### src/rtl/core/multi_key_debounce_autorepeat_unit_defines.svh
// Assertion helpers for the key debouncer. The module that uses them
// provides i_clk and i_rst_n.
`ifndef MULTI_KEY_DEBOUNCE_AUTOREPEAT_UNIT_DEFINES_SVH
`define MULTI_KEY_DEBOUNCE_AUTOREPEAT_UNIT_DEFINES_SVH

// Same-cycle implication, checked only while out of reset.
`define MKDA_ASSERT_SAME(lbl, ante, cons, msg) \
    lbl: assert property (@(posedge i_clk) disable iff (!i_rst_n) (ante) |-> (cons)) \
        else $error(msg);

// Next-cycle implication, checked only while out of reset.
`define MKDA_ASSERT_NEXT(lbl, ante, cons, msg) \
    lbl: assert property (@(posedge i_clk) disable iff (!i_rst_n) (ante) |=> (cons)) \
        else $error(msg);

`endif

### src/rtl/core/mkda_pkg.sv
package mkda_pkg;

    localparam int CFG_IDX_W  = 2;
    localparam int CFG_DATA_W = 16;
    localparam int THR_W      = 4;
    localparam int HOLD_W     = 16;

    // register indexes
    localparam logic [CFG_IDX_W-1:0] CFG_PRESS_THR   = 2'd0;
    localparam logic [CFG_IDX_W-1:0] CFG_RELEASE_THR = 2'd1;
    localparam logic [CFG_IDX_W-1:0] CFG_HOLD_TIMEOUT = 2'd2;
    localparam logic [CFG_IDX_W-1:0] CFG_REPEAT_GAP  = 2'd3;

    // register reset values
    localparam logic [THR_W-1:0]  PRESS_THR_RST    = 4'd7;
    localparam logic [THR_W-1:0]  RELEASE_THR_RST  = 4'd1;
    localparam logic [HOLD_W-1:0] HOLD_TIMEOUT_RST = 16'd100;
    localparam logic [HOLD_W-1:0] REPEAT_GAP_RST   = 16'd20;

    typedef enum logic [1:0] {
        PH_OFF     = 2'd0,
        PH_PUSH    = 2'd1,
        PH_ON      = 2'd2,
        PH_RELEASE = 2'd3
    } t_phase;

    typedef struct packed {
        logic [THR_W-1:0]  press_thr;
        logic [THR_W-1:0]  release_thr;
        logic [HOLD_W-1:0] hold_timeout;
        logic [HOLD_W-1:0] repeat_gap;
    } t_cfg;

    // per-key update from the shared step unit
    typedef struct packed {
        t_phase            phase;
        logic [HOLD_W-1:0] hold;
        logic              emit;
        logic              rep;
    } t_step_res;

endpackage

### src/rtl/core/mkda_in_if.sv
interface mkda_in_if #(
    parameter int NUM_KEYS = 5
);
    logic                valid;
    logic                ready;
    logic [NUM_KEYS-1:0] key_levels;

    modport source (output valid, output key_levels, input ready);
    modport sink   (input valid, input key_levels, output ready);
endinterface

### src/rtl/core/mkda_out_if.sv
interface mkda_out_if #(
    parameter int KEY_W = 3
);
    logic             valid;
    logic             ready;
    logic [KEY_W-1:0] key_number;
    logic             is_repeat;
    logic             last_event;

    modport source (output valid, output key_number, output is_repeat, output last_event,
                    input ready);
    modport sink   (input valid, input key_number, input is_repeat, input last_event,
                    output ready);
endinterface

### src/rtl/core/mkda_key_step.sv
module mkda_key_step
    import mkda_pkg::*;
#(
    parameter int HISTORY_BITS = 8
) (
    input  t_cfg                     i_cfg,
    input  logic                     i_level,
    input  logic [HISTORY_BITS-1:0]  i_hist,
    input  t_phase                   i_phase,
    input  logic [HOLD_W-1:0]        i_hold,
    output logic [HISTORY_BITS-1:0]  o_hist,
    output t_step_res                o_res
);

    localparam int CNT_W = $clog2(HISTORY_BITS + 1);
    localparam int CMP_W = (CNT_W > THR_W) ? CNT_W : THR_W;

    logic [CNT_W-1:0] w_ones;
    logic [CMP_W-1:0] w_ones_x;
    logic             w_pressed;
    logic             w_released;
    logic             w_timed_out;
    logic [HOLD_W-1:0] w_reload;

    // active-low pin: shift in the inverted level
    assign o_hist = {i_hist[HISTORY_BITS-2:0], ~i_level};

    always_comb begin
        w_ones = '0;
        for (int b = 0; b < HISTORY_BITS; b++) begin
            w_ones = w_ones + CNT_W'(o_hist[b]);
        end
    end

    assign w_ones_x    = CMP_W'(w_ones);
    assign w_pressed   = w_ones_x >= CMP_W'(i_cfg.press_thr);
    assign w_released  = w_ones_x <= CMP_W'(i_cfg.release_thr);
    assign w_timed_out = i_hold >= i_cfg.hold_timeout;
    assign w_reload    = (i_cfg.hold_timeout > i_cfg.repeat_gap) ?
                         (i_cfg.hold_timeout - i_cfg.repeat_gap) : '0;

    always_comb begin
        o_res.phase = i_phase;
        o_res.hold  = i_hold;
        o_res.emit  = 1'b0;
        o_res.rep   = 1'b0;
        priority if (w_pressed) begin
            unique case (i_phase)
                PH_OFF, PH_RELEASE: begin
                    o_res.phase = PH_PUSH;
                    o_res.emit  = 1'b1;
                end
                PH_PUSH: begin
                    o_res.phase = PH_ON;
                end
                PH_ON: begin
                    if (w_timed_out) begin
                        o_res.hold = w_reload;
                        o_res.emit = 1'b1;
                        o_res.rep  = 1'b1;
                    end else begin
                        o_res.hold = i_hold + HOLD_W'(1);
                    end
                end
            endcase
        end else if (w_released) begin
            unique case (i_phase)
                PH_PUSH, PH_ON: o_res.phase = PH_RELEASE;
                PH_RELEASE:     o_res.phase = PH_OFF;
                PH_OFF:         o_res.phase = PH_OFF;
            endcase
        end else begin
            // between thresholds: key state kept
        end
    end

endmodule

### src/rtl/core/multi_key_debounce_autorepeat_unit.sv
// Channel | Dir | Payload                              | Moves
// i_key   | in  | key_levels[NUM_KEYS-1:0]             | one scan tick per request
// o_evt   | out | key_number, is_repeat, last_event    | one key event per request
//
// A tick runs through the accept in idle, each key in turn through the shared
// step unit, then a flush of the held-back final event.
// An event found while another is pending stalls the scan for every cycle the
// output register stays full; the flush waits for the register in the same way.
// Synchronous active-low reset clears key state, config to defaults, no events.
`include "multi_key_debounce_autorepeat_unit_defines.svh"

module multi_key_debounce_autorepeat_unit
    import mkda_pkg::*;
#(
    parameter int NUM_KEYS     = 5,
    parameter int HISTORY_BITS = 8
) (
    input  logic                  i_clk,
    input  logic                  i_rst_n,
    input  logic                  i_cfg_we,
    input  logic [CFG_IDX_W-1:0]  i_cfg_idx,
    input  logic [CFG_DATA_W-1:0] i_cfg_data,
    mkda_in_if.sink               i_key,
    mkda_out_if.source            o_evt
);

    localparam int IDX_W = (NUM_KEYS > 1) ? $clog2(NUM_KEYS) : 1;
    localparam int KEY_W = $clog2(NUM_KEYS + 1);
    localparam logic [IDX_W-1:0] LAST_IDX = IDX_W'(NUM_KEYS - 1);

    typedef enum logic [1:0] {
        ST_IDLE,
        ST_SCAN,
        ST_FLUSH
    } t_state;

    t_state                  r_state;
    t_cfg                    r_cfg;
    logic [NUM_KEYS-1:0]     r_levels;
    logic [IDX_W-1:0]        r_idx;

    // per-key state, one entry touched per cycle while the scan runs unstalled
    logic [HISTORY_BITS-1:0] r_hist  [NUM_KEYS];
    t_phase                  r_phase [NUM_KEYS];
    logic [HOLD_W-1:0]       r_hold  [NUM_KEYS];

    // pending event: held until we know whether a later key also fires
    logic                    r_pend_valid;
    logic [KEY_W-1:0]        r_pend_key;
    logic                    r_pend_rep;

    logic                    r_out_valid;
    logic [KEY_W-1:0]        r_out_key;
    logic                    r_out_rep;
    logic                    r_out_last;

    logic [HISTORY_BITS-1:0] w_hist_nx;
    t_step_res               w_res;
    logic                    w_out_free;
    logic                    w_stall;
    logic [KEY_W-1:0]        w_key_num;

    mkda_key_step #(
        .HISTORY_BITS (HISTORY_BITS)
    ) u_step (
        .i_cfg   (r_cfg),
        .i_level (r_levels[r_idx]),
        .i_hist  (r_hist[r_idx]),
        .i_phase (r_phase[r_idx]),
        .i_hold  (r_hold[r_idx]),
        .o_hist  (w_hist_nx),
        .o_res   (w_res)
    );

    assign w_out_free = !r_out_valid || o_evt.ready;
    // the scan stalls only when an event finds one pending and the output register full
    assign w_stall    = w_res.emit && r_pend_valid && !w_out_free;
    assign w_key_num  = KEY_W'(r_idx) + KEY_W'(1);

    assign i_key.ready      = (r_state == ST_IDLE);
    assign o_evt.valid      = r_out_valid;
    assign o_evt.key_number = r_out_key;
    assign o_evt.is_repeat  = r_out_rep;
    assign o_evt.last_event = r_out_last;

    always_ff @(posedge i_clk) begin
        if (!i_rst_n) begin
            r_state            <= ST_IDLE;
            r_idx              <= '0;
            r_pend_valid       <= 1'b0;
            r_out_valid        <= 1'b0;
            r_cfg.press_thr    <= PRESS_THR_RST;
            r_cfg.release_thr  <= RELEASE_THR_RST;
            r_cfg.hold_timeout <= HOLD_TIMEOUT_RST;
            r_cfg.repeat_gap   <= REPEAT_GAP_RST;
            for (int k = 0; k < NUM_KEYS; k++) begin
                r_hist[k]  <= '0;
                r_phase[k] <= PH_OFF;
                r_hold[k]  <= '0;
            end
        end else begin
            if (i_cfg_we) begin
                unique case (i_cfg_idx)
                    CFG_PRESS_THR:    r_cfg.press_thr    <= i_cfg_data[THR_W-1:0];
                    CFG_RELEASE_THR:  r_cfg.release_thr  <= i_cfg_data[THR_W-1:0];
                    CFG_HOLD_TIMEOUT: r_cfg.hold_timeout <= i_cfg_data[HOLD_W-1:0];
                    CFG_REPEAT_GAP:   r_cfg.repeat_gap   <= i_cfg_data[HOLD_W-1:0];
                endcase
            end

            if (o_evt.ready) begin
                r_out_valid <= 1'b0;
            end

            unique case (r_state)
                ST_IDLE: begin
                    if (i_key.valid) begin
                        r_levels <= i_key.key_levels;
                        r_idx    <= '0;
                        r_state  <= ST_SCAN;
                    end
                end
                ST_SCAN: begin
                    if (!w_stall) begin
                        r_hist[r_idx]  <= w_hist_nx;
                        r_phase[r_idx] <= w_res.phase;
                        r_hold[r_idx]  <= w_res.hold;
                        if (w_res.emit) begin
                            // earlier event is now known not to be the last
                            if (r_pend_valid) begin
                                r_out_valid <= 1'b1;
                                r_out_key   <= r_pend_key;
                                r_out_rep   <= r_pend_rep;
                                r_out_last  <= 1'b0;
                            end
                            r_pend_valid <= 1'b1;
                            r_pend_key   <= w_key_num;
                            r_pend_rep   <= w_res.rep;
                        end
                        if (r_idx == LAST_IDX) begin
                            r_state <= ST_FLUSH;
                        end else begin
                            r_idx <= r_idx + IDX_W'(1);
                        end
                    end
                end
                ST_FLUSH: begin
                    if (!r_pend_valid) begin
                        r_state <= ST_IDLE;
                    end else if (w_out_free) begin
                        r_out_valid  <= 1'b1;
                        r_out_key    <= r_pend_key;
                        r_out_rep    <= r_pend_rep;
                        r_out_last   <= 1'b1;
                        r_pend_valid <= 1'b0;
                        r_state      <= ST_IDLE;
                    end
                end
                default: begin
                    r_state <= ST_IDLE;
                end
            endcase
        end
    end

    `MKDA_ASSERT_NEXT(a_accept_starts_scan, i_key.valid && i_key.ready, r_state == ST_SCAN, "tick accepted but scan not started")
    `MKDA_ASSERT_SAME(a_idle_no_pending, r_state == ST_IDLE, !r_pend_valid, "pending event left over in idle")
    `MKDA_ASSERT_SAME(a_idx_in_range, r_state == ST_SCAN, 32'(r_idx) < NUM_KEYS, "key index out of range")
    `MKDA_ASSERT_SAME(a_key_nonzero, r_out_valid, r_out_key != '0, "event with key number zero")

endmodule

### src/flat_wrapper.sv
// flat-port wrapper written by rule: the top's interface ports become plain ports
module multi_key_debounce_autorepeat_unit_flat import mkda_pkg::*;
#(
    parameter int NUM_KEYS     = 5,
    parameter int HISTORY_BITS = 8
)
  (i_clk, i_rst_n, i_cfg_we, i_cfg_idx, i_cfg_data, i_key_valid, i_key_key_levels, i_key_ready, o_evt_valid, o_evt_key_number, o_evt_is_repeat, o_evt_last_event, o_evt_ready);
  mkda_in_if #(.NUM_KEYS(NUM_KEYS)) i_key_i ();
  mkda_out_if #(.KEY_W((3))) o_evt_i ();
  input  logic i_clk;
  input  logic i_rst_n;
  input  logic i_cfg_we;
  input  logic [CFG_IDX_W-1:0] i_cfg_idx;
  input  logic [CFG_DATA_W-1:0] i_cfg_data;
  input wire logic [$bits(i_key_i.valid)-1:0] i_key_valid;
  input wire logic [$bits(i_key_i.key_levels)-1:0] i_key_key_levels;
  output wire logic [$bits(i_key_i.ready)-1:0] i_key_ready;
  output wire logic [$bits(o_evt_i.valid)-1:0] o_evt_valid;
  output wire logic [$bits(o_evt_i.key_number)-1:0] o_evt_key_number;
  output wire logic [$bits(o_evt_i.is_repeat)-1:0] o_evt_is_repeat;
  output wire logic [$bits(o_evt_i.last_event)-1:0] o_evt_last_event;
  input wire logic [$bits(o_evt_i.ready)-1:0] o_evt_ready;
  assign i_key_i.valid = i_key_valid;
  assign i_key_i.key_levels = i_key_key_levels;
  assign i_key_ready = i_key_i.ready;
  assign o_evt_valid = o_evt_i.valid;
  assign o_evt_key_number = o_evt_i.key_number;
  assign o_evt_is_repeat = o_evt_i.is_repeat;
  assign o_evt_last_event = o_evt_i.last_event;
  assign o_evt_i.ready = o_evt_ready;
  multi_key_debounce_autorepeat_unit #(.NUM_KEYS(NUM_KEYS), .HISTORY_BITS(HISTORY_BITS)) u_core (.i_clk(i_clk), .i_rst_n(i_rst_n), .i_cfg_we(i_cfg_we), .i_cfg_idx(i_cfg_idx), .i_cfg_data(i_cfg_data), .i_key(i_key_i), .o_evt(o_evt_i));
endmodule
### config.mk
export PLATFORM = sky130hd
export DESIGN_NAME = multi_key_debounce_autorepeat_unit_flat
export DESIGN_NICKNAME = d
export VERILOG_FILES = /design/src/rtl/core/mkda_pkg.sv /design/src/rtl/core/mkda_in_if.sv /design/src/rtl/core/mkda_out_if.sv /design/src/rtl/core/mkda_key_step.sv /design/src/rtl/core/multi_key_debounce_autorepeat_unit.sv /design/src/flat_wrapper.sv
export VERILOG_INCLUDE_DIRS = /design/src /design/src/rtl/core
export SDC_FILE = /design/constraint.sdc
export NUM_CORES = 1
export LEC_CHECK = 0
export ABC_AREA = 1
export BUFFER_PORTS_ARGS = -buffer_cell sky130_fd_sc_hd__buf_2
export CAP_MARGIN = 20
export CORE_ASPECT_RATIO = 1.25
export CORE_MARGIN = 10
export CORE_UTILIZATION = 55
export DETAILED_ROUTE_END_ITERATION = 6
export PLACE_DENSITY = 0.82
export SETUP_SLACK_MARGIN = 0.02
export SYNTH_ARGS = -nofsm -noshare
export SYNTH_HDL_FRONTEND = slang
export SYNTH_SLANG_ARGS = --single-unit
### constraint.sdc
create_clock -name i_clk -period 20.1 [get_ports i_clk]
set_input_delay 4.02 -clock i_clk [delete_from_list [all_inputs] [get_ports i_clk]]
set_output_delay 4.02 -clock i_clk [all_outputs]
set_load 0.02 [all_outputs]
# --- Yosys cells after proc, flatten, opt, wreduce, memory -nomap -nowiden ---
# Memory sizes are Yosys's and may differ from the RTL's. A register that Yosys moved wholly into a read port is not among the register bits.
# Cells that the tools add are included.
classes:
  add_sub_neg: 10
  n_mul: 0
  div: 0
  n_lt_le_gt_ge: 5
  eq_ne: 18
  shifts: 0
  n_mux: 73
  bitwise_logic: 2
  reduce_logical: 26
op_table:
  columns: ["op", "count"]
  rows:
  - ["$mux W16", 4]
  - ["$mux W3", 17]
  - ["$mux W1", 30]
  - ["$mux W18", 1]
  - ["$mux W2", 9]
  - ["$add A16 B1 Y16 const B", 1]
  - ["$add A4 B1 Y4", 4]
  - ["$ge A16 B16 Y1", 1]
  - ["$gt A16 B16 Y1", 1]
  - ["$reduce_or A16 Y1", 1]
  - ["$sub A16 B16 Y16", 1]
  - ["$pmux W3 S2", 2]
  - ["$reduce_and A4 Y1", 3]
  - ["$eq A2 B2 Y1 const B", 5]
  - ["$ne A2 B1 Y1 const B", 5]
  - ["$pmux W1 S2", 5]
  - ["$reduce_and A2 Y1", 5]
  - ["$mux W8", 1]
  - ["$pmux W2 S2", 2]
  - ["$reduce_or A8 Y1", 1]
  - ["$reduce_and A7 Y1", 1]
  - ["$eq A2 B1 Y1 const B", 3]
  - ["$logic_not A2 Y1", 3]
  - ["$ne A2 B2 Y1 const B", 3]
  - ["18 further kinds", 25]
totals:
  ff_bits: 61
  latchBits: 0
  mem_bits_rw: 130
  romBits: 0
  output_inout_bits: 7
  wordCells: 151
  n_memories: 3
mem_list:
  columns: ["name", "depth", "word_bits", "read_ports", "rd_clocked_by_memory_dff", "write_ports", "line", "text"]
  rows:
  - ["u_core.r_hold", 5, 16, 1, 1, 5, "multi_key_debounce_autorepeat_unit.sv:45", "logic [HOLD_W-1:0] r_hold [NUM_KEYS];"]
  - ["u_core.r_hist", 5, 8, 1, 1, 5, "multi_key_debounce_autorepeat_unit.sv:43", "logic [HISTORY_BITS-1:0] r_hist [NUM_KEYS];"]
  - ["u_core.r_phase", 5, 2, 1, 1, 5, "multi_key_debounce_autorepeat_unit.sv:44", "t_phase r_phase [NUM_KEYS];"]

# --- Depth between registers and ports, before layout ---
# Gate-level depths: netlist of the first run.
logic_depth:
  depth_word: 20
  depth_mapped: 31
  depth_no_buf: 25

# --- Modules after synthesis ---
# From an unflattened synthesis of the first run, not the netlist that was laid out.
unflattened:
  hier_cells: 1657
  hier_area_um2: 14383.8
modules_own_cells:
  columns: ["module", "n_inst", "cells_each", "area_each_um2", "seq_area_each_um2"]
  rows:
  - ["multi_key_debounce_autorepeat_unit", 1, 1107, 11360.9, 7667.4]
  - ["mkda_key_step", 1, 550, 3022.9, 0.0]

# --- Worst setup path after synthesis of the first run ---
# Ideal clock, no wire load.
synth_path:
  path_type: "reg-to-reg"
  from: "reg (tool-made name)"
  to: "mem u_core.r_hist[6][0] (enable)"
  setup_time_ns: 0.439
  arrival_time_ns: 6.679
  slack_ns: 12.983
  stages_incl_launch_ff: 31
  cell_sequence: "dfxtp_1 buf_6 inv_4 buf_6 buf_6 buf_4 buf_4 nor2_1 o22ai_1 inv_1 o21ai_0 fa_1 inv_1 fa_1 fa_1 inv_1 ha_1 fa_1 xor2_1 ha_1 nand2_1 inv_1 o21ai_0 nand3_1 nand2_1 inv_1 nand2_1 inv_1 nand2_2 nand2_1 nor3_1"
synth_lines:
  columns: ["element", "line"]
  rows:
  - ["to (decl)", "multi_key_debounce_autorepeat_unit.sv:43"]

==> results of run 1 <==
-- final cells by class --
| class | count | area, um2 | share of cell area [%] |
|---|---|---|---|
| Clock buffer | 30 | 687 | 4.60 |
| Multi-Input combinational cell | 1036 | 5190 | 34.7 |
| Inverter | 208 | 783 | 5.24 |
| Clock inverter | 18 | 115 | 0.770 |
| Sequential cell | 264 | 7430 | 49.7 |
| Timing Repair Buffer | 46 | 320 | 2.14 |
| Tap cell | 330 | 413 | 2.76 |
-- stage by stage --
step	std cells	hold slack, ps
after floorplan	1570	400
after global placement	1881	407
after detailed placement	1881	406
after CTS	1929	421
after global routing	1932	433
final	1932	423
-- worst max-delay path by stage --
| stage | from | slack (ps) | cells after the start | end |
|---|---|---|---|---|
| floorplan | flop | 12980 | 30 | u_core.r_hist[6][0] |
| global placement | flop | 12410 | 25 | u_core.r_hold[1][11] |
| detailed placement | flop | 12190 | 26 | u_core.r_hist[4][3] |
| CTS | flop | 12140 | 26 | u_core.r_hist[4][3] |
| global route | flop | 11440 | 26 | u_core.r_hist[4][3] |
| finish | flop | 12090 | 26 | u_core.r_hist[4][3] |
-- cell families (layout without fill, tap and decap cells) --
group,Yosys count,in the layout,share of synthesized area [%]
xor gates and xnor gates,10,10,0.636
adders and majority gates,56,56,5.36
and+or+nand+nor,731,731,22.3
AOI/OAI and AO/OA,239,239,9.36
buffers and inverters,270,302,8.40
DFF,264,264,54.0
-- cells in the mapped netlist, drive strengths merged --
library cell,count
fa,5
ha,51
o211ai,8
nor4,3
nand2,348
a32oi,2
buf,47
o221ai,3
or2,2
nand4,9
xor2,6
o22ai,15
o21ai,127
a21o,3
clkinv,2
nand3,90
a31oi,2
dfxtp,50
nor2,269
o21a,1
xnor2,4
a21oi,75
nor3,9
o31ai,1
edfxtp,214
and2,1
a21boi,1
o21bai,1
inv,206
clkbuf,15
-- metal layers --
layer | global-route usage (%) | share of wire (%) | up-vias
met3 | 2.65 | 8.4 | 73
met4 | 6.38 | 2.6 | 0
met2 | 34.0 | 50 | 470
met5 | 0 | 0 | -
li1 | - | - | 5179
met1 | 25.2 | 39 | 4972
-- worst reg2reg max path, stage by stage, from the launching register on --
cell and delay [ps]:
dfxtp_2 320, buf_4 290, inv_2 720, o21ai_0 290
o22ai_1 180, inv_1 50, o21ai_0 480, fa_1 570
inv_1 110, fa_1 440, fa_1 560, inv_1 50
ha_1 220, fa_1 380, xor2_1 230, ha_1 270
nand2_1 70, inv_1 40, o21ai_0 60, nand3_1 170
nand2_1 100, inv_1 50, nand2_1 90, inv_1 60
nand2_2 170, nand4_2 600, nand2_1 1050
-- sequential cells by signal (all words and copies together), names as in the netlist, named ones only --
| register | count |
|---|---|
| u_core.o_evt.last_event | 1 |
| u_core.r_idx | 3 |
| u_core.r_cfg | 40 |
| u_core.o_evt.is_repeat | 1 |
| u_core.r_pend_key | 3 |
| u_core.r_state | 2 |
| u_core.r_levels | 5 |
| u_core.r_hold | 128 |
| u_core.o_evt.valid | 1 |
| u_core.r_pend_valid | 1 |
| u_core.r_hist | 56 |
| u_core.o_evt.key_number | 3 |
| u_core.r_phase | 16 |
| u_core.r_pend_rep | 1 |
-- where the power goes --
group | internal [mW] | total (mW) | switching, mW
combinational | 0.351 | 1.31 | 0.954
clock | 0.257 | 0.459 | 0.202
sequential | 0.735 | 0.759 | 0.0243
total | 1.34 | 2.52 | 1.18
==> run metrics, run 1 <==
status complete, no violations; critical path's most frequent cell inv_1; Worst Hold Class reg -> reg; Placer Congestion 0.927; CTS buffer count 26; Yosys warning count 0; setup bufs post-CTS 0; drt pass-1 iters 5; worst-path fanout max 51; pin count of the biggest net entering global routing 107; Critical Path Max Stage Delay 1030 ps; Pwr Density 169 nW/um2; first-pass GRT wire length 51800 um; GRT overflow 0; most common cell after layout, fill and taps aside nand2_1; WL per Instance 16.6 um; Place WS 12190 ps; top cell type's share of synthesized area 46.7%; CTS clk-pin slew, worst paths 60 ps; total negative slack 0 ps; Inserted Diodes 0; Core Area 24600 um2; number of synthesized register bits 264; max-slew violations 0; CP startpoint kind flop; slowest cell on the critical path nand2_1; CTS Buffer Depth 3; die span in y 197 um; # DRC 0; Fill cells 2012; commonest non-fill, non-tap cells in the layout nand2_1, nor2_1, edfxtp_1; R2R setup slack 12090 ps; layout cells sized above 1 9.24%; post-route ant nets 0; Initial DRC Count 1257; Final setup violation count 0; Syn Nets 1654; I/O pin total 35; clk_skew 14.7 ps; Arrival @ worst endpoint 8160 ps; CTS Hold Bufs 0; clock root cell clkbuf_16; mean post-synth cell area 8.77 um2; # rows 64; post-synth cell types 45; final WL 32100 um; net count reported at finish 1666; crit path kind reg -> reg; Tcrit/Tclk final 39.9%; post-route design area 14900 um2; Pleak 6.48 nW; Reg2Reg Depth 26; Placed Instance Area 14100 um2; hold wc startpoint u_core.r_pend_key[0]; Clock Sinks 264; cell taking the most area after synthesis edfxtp_1; largest cells by area after synthesis edfxtp_1, nand2_1, dfxtp_1; Hold EP u_core.o_evt.key_number[0]; worst slew pin tran 1110 ps; H-Tree Depth 1; reg2reg end u_core.r_hist[4][3]; CTS tree done; Netlist Area Pre-Place 13800 um2; final worst setup slack 12090 ps; crit end category flop; max_slew headroom 26.2%; via/cell ratio 5.54; depth of the worst hold-timing path 0; GRT Total Usage 19.7%; Die X 161 um; minimum clock period 8010 ps; die area 31800 um2; Top delay family on crit path adder cells; Syn Inst Count 1570; IO Port Bufs 34; Max Fclk 125 MHz; dpl hpwl 21900 um; max-capacitance violation count 0; Max VDD drop 0.206 mV; cts repair resizes 0; Hold Vio Cnt, Final 0; Clk Latency, worst-skew pair 530 ps; Area growth, synth to finish 8.57%; Power, Total 2.52 mW; number of antenna violations at the first check in global routing 0; vias after detailed routing 10700; utilization after layout 60.8%; via count of the first global-routing pass 10400; worst endpoint required time 20250 ps; RSZ-0062 raised after global routing false; initial core utilization 56.0%; sequential area share after synthesis 54.0%; WP buf/inv 8
(Power assumes the default switching activity.)
==> run 2: changes to the inputs <==
==> constraint.sdc (replaced) <==
create_clock -name i_clk -period 7.6 [get_ports i_clk]
set_input_delay 1.52 -clock i_clk [delete_from_list [all_inputs] [get_ports i_clk]]
set_output_delay 1.52 -clock i_clk [all_outputs]
set_load 0.02 [all_outputs]
==> run 2 against run 1 <==
  * Combinational power increased to 2.6 times the previous value
  * Via count is 1.4% higher
  * Cell count is 0.21% higher
  * Register-to-register slack worse by 11000 ps
  * Largest power group unchanged
  * Highest routed layer unchanged
==> run metrics, run 2 (same netlist as run 1, synthesis figures left out) <==
cell-internal power 3.52 mW (was 1.34 mW); max-capacitance violation count 0 (unchanged); hold slack 420 ps (was 423 ps); # rows 64 (unchanged); Reg2Reg Depth 26 (unchanged); Hold Vio Cnt, Final 0 (unchanged); crit path kind reg -> reg (unchanged); minimum clock period 6740 ps (was 8010 ps); Core Area 24600 um2 (unchanged); max_slew headroom 38.6% (was 26.2%); CTS buffer count 25 (was 26); clk_skew 9.90 ps (was 14.7 ps); max reg flops 128 (unchanged); Max VDD drop 0.434 mV (was 0.206 mV); Final setup violation count 0 (unchanged); commonest non-fill, non-tap cells in the layout nand2_1, nor2_1, edfxtp_1 (unchanged); pin count of the biggest net entering global routing 92 (was 107); WL per Instance 16.9 um (was 16.6 um); cts repair resizes 0 (unchanged); Worst Hold Class reg -> reg (unchanged); # DRC 0 (unchanged); GRT Total Usage 20.2% (was 19.7%); Fill cells 1990 (was 2012); switching power 3.11 mW (was 1.18 mW); CP startpoint kind flop (unchanged); CTS clk-pin slew, worst paths 60 ps (about the same); Tcrit/Tclk final 88.7% (was 39.9%); number of antenna violations at the first check in global routing 0 (unchanged); clock root cell clkbuf_16 (unchanged); Placer Congestion 0.934 (was 0.927); I/O pin total 35 (unchanged); CTS tree done (unchanged); Inserted Diodes 0 (unchanged); largest registers u_core.r_hold: 128 flops, u_core.r_hist: 56 flops, u_core.r_cfg: 40 flops (unchanged); Switching Fraction 46.9% (was 46.8%); IO Port Bufs 34 (unchanged); Place WS 1010 ps (was 12190 ps); Clk Latency, worst-skew pair 520 ps (was 530 ps); Reg area 7430 um2 (unchanged); layout cells sized above 1 9.53% (was 9.24%); worst slew pin tran 921 ps (was 1110 ps); first-pass GRT wire length 53000 um (was 51800 um); via/cell ratio 5.60 (was 5.54); drt pass-1 iters 6 (was 5); vias after detailed routing 10800 (was 10700); status complete, no violations (unchanged); dpl hpwl 21700 um (was 21900 um); max-slew violations 0 (unchanged); Area growth, synth to finish 8.15% (was 8.57%); worst-path fanout max 65 (was 51); final worst setup slack 856 ps (was 12090 ps); GRT overflow 0 (unchanged); die span in y 197 um (unchanged); worst endpoint required time 7860 ps (was 20250 ps); Seq pwr share 30.3% (was 30.1%); R2R setup slack 860 ps (was 12090 ps); initial core utilization 56.0% (unchanged); Worst Setup EP u_core.r_hold[5][4] (was u_core.r_hist[4][3]); CTS Hold Bufs 0 (unchanged); combinational fraction of design power 52.4% (was 51.7%); crit end category flop (unchanged); Max Fclk 148 MHz (was 125 MHz); final WL 32700 um (was 32100 um); die area 31800 um2 (unchanged); post-route ant nets 0 (unchanged); Pwr Density 445 nW/um2 (was 169 nW/um2); Initial DRC Count 1283 (was 1257); register with the most flip-flops u_core.r_hold (unchanged); Die X 161 um (unchanged); Pleak 6.48 nW (about the same); most common cell after layout, fill and taps aside nand2_1 (unchanged); total negative slack 0 ps (unchanged); reg2reg end u_core.r_hold[5][4] (was u_core.r_hist[4][3]); CTS Buffer Depth 3 (unchanged); net count reported at finish 1673 (was 1666); Clock Sinks 264 (unchanged); Multi-input gate area 5190 um2 (unchanged); Clock power frac 17.3% (was 18.2%); Arrival @ worst endpoint 7000 ps (was 8160 ps); RSZ-0062 raised after global routing false (unchanged); via count of the first global-routing pass 10600 (was 10400); setup bufs post-CTS 0 (unchanged); H-Tree Depth 1 (unchanged)
[run 2: cell types whose count changed in the layout (fill, tap and decap cells not counted), sizes merged]
cell,previous run,this run
bufinv,1,0
buf,46,54
clkinv,16,11
clkinvlp,3,0
inv,206,209
clkbuf,30,32
[run 2: worst min path at each step]
stage / startpoint / endpoint / slack [ps] / cells after the start
2_1_floorplan: u_core.r_pend_rep / u_core.o_evt.is_repeat / 400 / 0
3_3_place_gp: u_core.r_pend_key[0] / u_core.o_evt.key_number[0] / 410 / 0
3_5_place_dp: u_core.r_pend_rep / u_core.o_evt.is_repeat / 410 / 0
4_1_cts: u_core.r_pend_rep / u_core.o_evt.is_repeat / 420 / 0
5_1_grt: u_core.r_pend_rep / u_core.o_evt.is_repeat / 420 / 0
6_report: u_core.r_pend_rep / u_core.o_evt.is_repeat / 420 / 0
[run 2: layout make-up]
class                           count  share of cell area [%]
Sequential cell                   264                    49.9
Multi-Input combinational cell   1036                    34.9
Inverter                          208                    5.26
Clock buffer                       32                    4.61
Tap cell                          330                    2.77
Timing Repair Buffer               54                    2.15
Clock inverter                     12                   0.387
[run 2: through the flow]
stage               total power, mW  cell area (um2)  util (%)  cells
global placement               5.23            14100      57.5   1892
CTS                            6.57            14900      60.5   1936
detailed placement             5.42            14100      57.5   1892
finish                         6.63            14900      60.5   1936
floorplan                      4.48            13800         -   1570
global route                   7.13            14900      60.5   1936
[run 2: worst max-delay path, cell delays in order, from the launching register on]
cell,delay [ps]
dfxtp_4,410
inv_4,480
o21ai_0,160
o22ai_1,150
inv_1,50
o21ai_0,490
fa_1,540
inv_1,100
fa_1,460
fa_1,560
inv_1,40
ha_1,210
fa_1,380
xor2_1,190
ha_1,290
nand2_1,50
inv_1,60
nand3_1,60
nand3_1,180
nand2_1,90
buf_4,210
inv_1,390
nand2_1,300
o211ai_1,170
o21ai_0,110
nand2_1,210
inv_1,110
[run 2: power by group through the flow]
stage | registers, mW | logic (mW) | clock network (mW)
CTS | 2.01 | 3.41 | 1.15
global route | 2.02 | 3.88 | 1.23
finish | 2.01 | 3.47 | 1.15
global placement | 2.03 | 3.20 | 0
floorplan | 2.01 | 2.47 | 0
detailed placement | 2.04 | 3.38 | 0
[run 2: per-layer routing]
layer  track usage (%)  vias up  wire length (um)
met2              35.0      490             16400
met3              3.09       71              2670
met4              7.12        0               812
met5                 0        -                 0
met1              25.2     5091             12800
li1                  -     5189                 -
==> run 3: changes to the inputs <==
--- a/config.mk
+++ b/config.mk
@@ -11,9 +11,9 @@
 export CAP_MARGIN = 20
 export CORE_ASPECT_RATIO = 1.25
 export CORE_MARGIN = 10
-export CORE_UTILIZATION = 55
+export CORE_UTILIZATION = 60
 export DETAILED_ROUTE_END_ITERATION = 6
-export PLACE_DENSITY = 0.82
+export PLACE_DENSITY = 0.87
 export SETUP_SLACK_MARGIN = 0.02
 export SYNTH_ARGS = -nofsm -noshare
 export SYNTH_HDL_FRONTEND = slang
==> constraint.sdc (replaced) <==
create_clock -name i_clk -period 6.3 [get_ports i_clk]
set_input_delay 1.26 -clock i_clk [delete_from_list [all_inputs] [get_ports i_clk]]
set_output_delay 1.26 -clock i_clk [all_outputs]
set_load 0.02 [all_outputs]
==> run 3 against run 2 <==
  * Cell count fell by 1.8%
  * Register-to-register slack got worse by 480 ps
  * Clock skew rose by 7.3 ps
  * Non-clock buffer count rose by 12
  * Combinational power rose by 20%
  * Critical endpoint is now u_core.r_hold[6][7]
  * Via count rose by 0.99%
  * Critical path depth did not move
==> run metrics, run 3 (same netlist as run 1, synthesis figures left out) <==
status complete, no violations (unchanged); worst-path fanout max 25 (was 65); WL per Instance 17.1 um (was 16.9 um); Pwr Density 537 nW/um2 (was 445 nW/um2); utilization after layout 66.9% (was 60.5%); clk_skew 17.2 ps (was 9.90 ps); met3 Usage GRT 2.90% (was 3.09%); Max VDD drop 0.662 mV (was 0.434 mV); drt pass-1 iters 6 (unchanged); I/O pin total 35 (unchanged); final WL 32500 um (was 32700 um); die area 29400 um2 (was 31800 um2); CTS Buffer Depth 3 (unchanged); met1 Use GR 24.8% (was 25.2%); largest registers u_core.r_hold: 128 flops, u_core.r_hist: 56 flops, u_core.r_cfg: 40 flops (unchanged); post-route design area 15000 um2 (was 14900 um2); number of antenna violations at the first check in global routing 0 (unchanged); max reg flops 128 (unchanged); layout cells sized above 1 10.4% (was 9.53%); via/cell ratio 5.76 (was 5.60); H-Tree Depth 1 (unchanged); Max Fclk 169 MHz (was 148 MHz); vias after detailed routing 10900 (was 10800); Placed Instance Area 14200 um2 (was 14100 um2); most common cell after layout, fill and taps aside nand2_1 (unchanged); commonest non-fill, non-tap cells in the layout nand2_1, nor2_1, edfxtp_1 (unchanged); max-slew violations 0 (unchanged); Area growth, synth to finish 9.02% (was 8.15%); crit end category flop (unchanged); Pleak 6.57 nW (was 6.48 nW); first-pass GRT wire length 52800 um (was 53000 um); Final setup violation count 0 (unchanged); Clock Sinks 264 (unchanged); via count of the first global-routing pass 11000 (was 10600); Placer Congestion 0.865 (was 0.934); CTS tree done (unchanged); RSZ-0062 raised after global routing false (unchanged); Arrival @ worst endpoint 6130 ps (was 7000 ps); max_slew headroom 47.5% (was 38.6%); clock root cell clkbuf_16 (unchanged); Inserted Diodes 0 (unchanged); # rows 61 (was 64); Die X 155 um (was 161 um); total negative slack 0 ps (unchanged); max-capacitance violation count 0 (unchanged); IO Port Bufs 34 (unchanged); Clk Latency, worst-skew pair 530 ps (was 520 ps); Fill cells 1665 (was 1990); CP startpoint kind flop (unchanged); Tcrit/Tclk final 94.1% (was 88.7%); Global Route met2 Usage 39.1% (was 35.0%); die span in y 189 um (was 197 um); worst slew pin tran 788 ps (was 921 ps); GRT overflow 0 (unchanged); Hold Vio Cnt, Final 0 (unchanged); post-route ant nets 0 (unchanged); # DRC 0 (unchanged); pin count of the biggest net entering global routing 54 (was 92); Place WS 320 ps (was 1010 ps); Power, Total 8.05 mW (was 6.63 mW); CTS buffer count 25 (unchanged); final worst setup slack 374 ps (was 856 ps); Most Used Layer, Global Route met2 (unchanged); CTS clk-pin slew, worst paths 70 ps (was 60 ps); GRT Total Usage 21.7% (was 20.2%); crit path kind reg -> reg (unchanged); Worst Hold Class reg -> reg (unchanged); worst endpoint required time 6500 ps (was 7860 ps); Core Area 22400 um2 (was 24600 um2); minimum clock period 5930 ps (was 6740 ps); Initial DRC Count 1174 (was 1283); initial core utilization 61.3% (was 56.0%); register with the most flip-flops u_core.r_hold (unchanged); net count reported at finish 1685 (was 1673); dpl hpwl 21500 um (was 21700 um)
run 3: through the flow:
step / std cells / hold WS (ps)
after global placement: 1856 / 404
after detailed placement: 1856 / 411
after floorplan: 1570 / 400
final: 1901 / 429
after global routing: 1901 / 431
after CTS: 1900 / 427
run 3: path summary, 6_finish.rpt:
| path | startpoint | end | slack (ps) | cells past startpoint |
|---|---|---|---|---|
| worst max-delay path | flop | u_core.r_hold[6][7] | 370 | 26 |
| worst min-delay path | u_core.r_pend_key[0] | u_core.o_evt.key_number[0] | 430 | 0 |
| worst max register to register | flop | u_core.r_hold[6][7] | 370 | 26 |
| worst min register to register | u_core.r_pend_key[0] | u_core.o_evt.key_number[0] | 430 | 0 |
run 3: critical path: stages (launching register included):
cell and delay (ps):
dfxtp_2 490, buf_4 270, o21ai_0 130, o22ai_1 170, nand2_1 60, o21ai_0 130, fa_1 470, inv_1 90
fa_1 430, fa_1 560, inv_1 70, ha_1 230, fa_1 390, xor2_1 260, ha_1 270, nand2_1 60
inv_1 50, o21ai_0 60, nand3_1 170, nand2_1 100, inv_1 50, nand2_1 100, inv_1 70, nand2_2 170
nand2_1 210, nor3_4 170, clkbuf_8 320
run 3: layout make-up:
cell class	count	area (um2)	area share (%)
clock inverters	15	128	0.851
multi-input cells	1036	5210	34.7
flip-flops and latches	264	7430	49.5
inverters	208	783	5.22
repair buffers	66	434	2.89
clock buffers	29	661	4.40
well taps	283	354	2.36
run 3: repair_timing:
action / in CTS / in global routing
buffers inserted: 0 / 1
gates resized for setup: 0 / 8
hold buffers: 0 / 0
endpoints found under the setup margin: 0 / 186
run 3: routing by layer:
metal	routed length [um]	up-vias
met3	2380	106
met2	16700	489
li1	-	5205
met5	0	-
met4	1240	0
met1	12200	5148
run 3: report_power, final:
group	internal, mW	switching (mW)
combinational	1.18	2.99
sequential	2.34	0.0761
clock	0.830	0.630
total	4.35	3.70
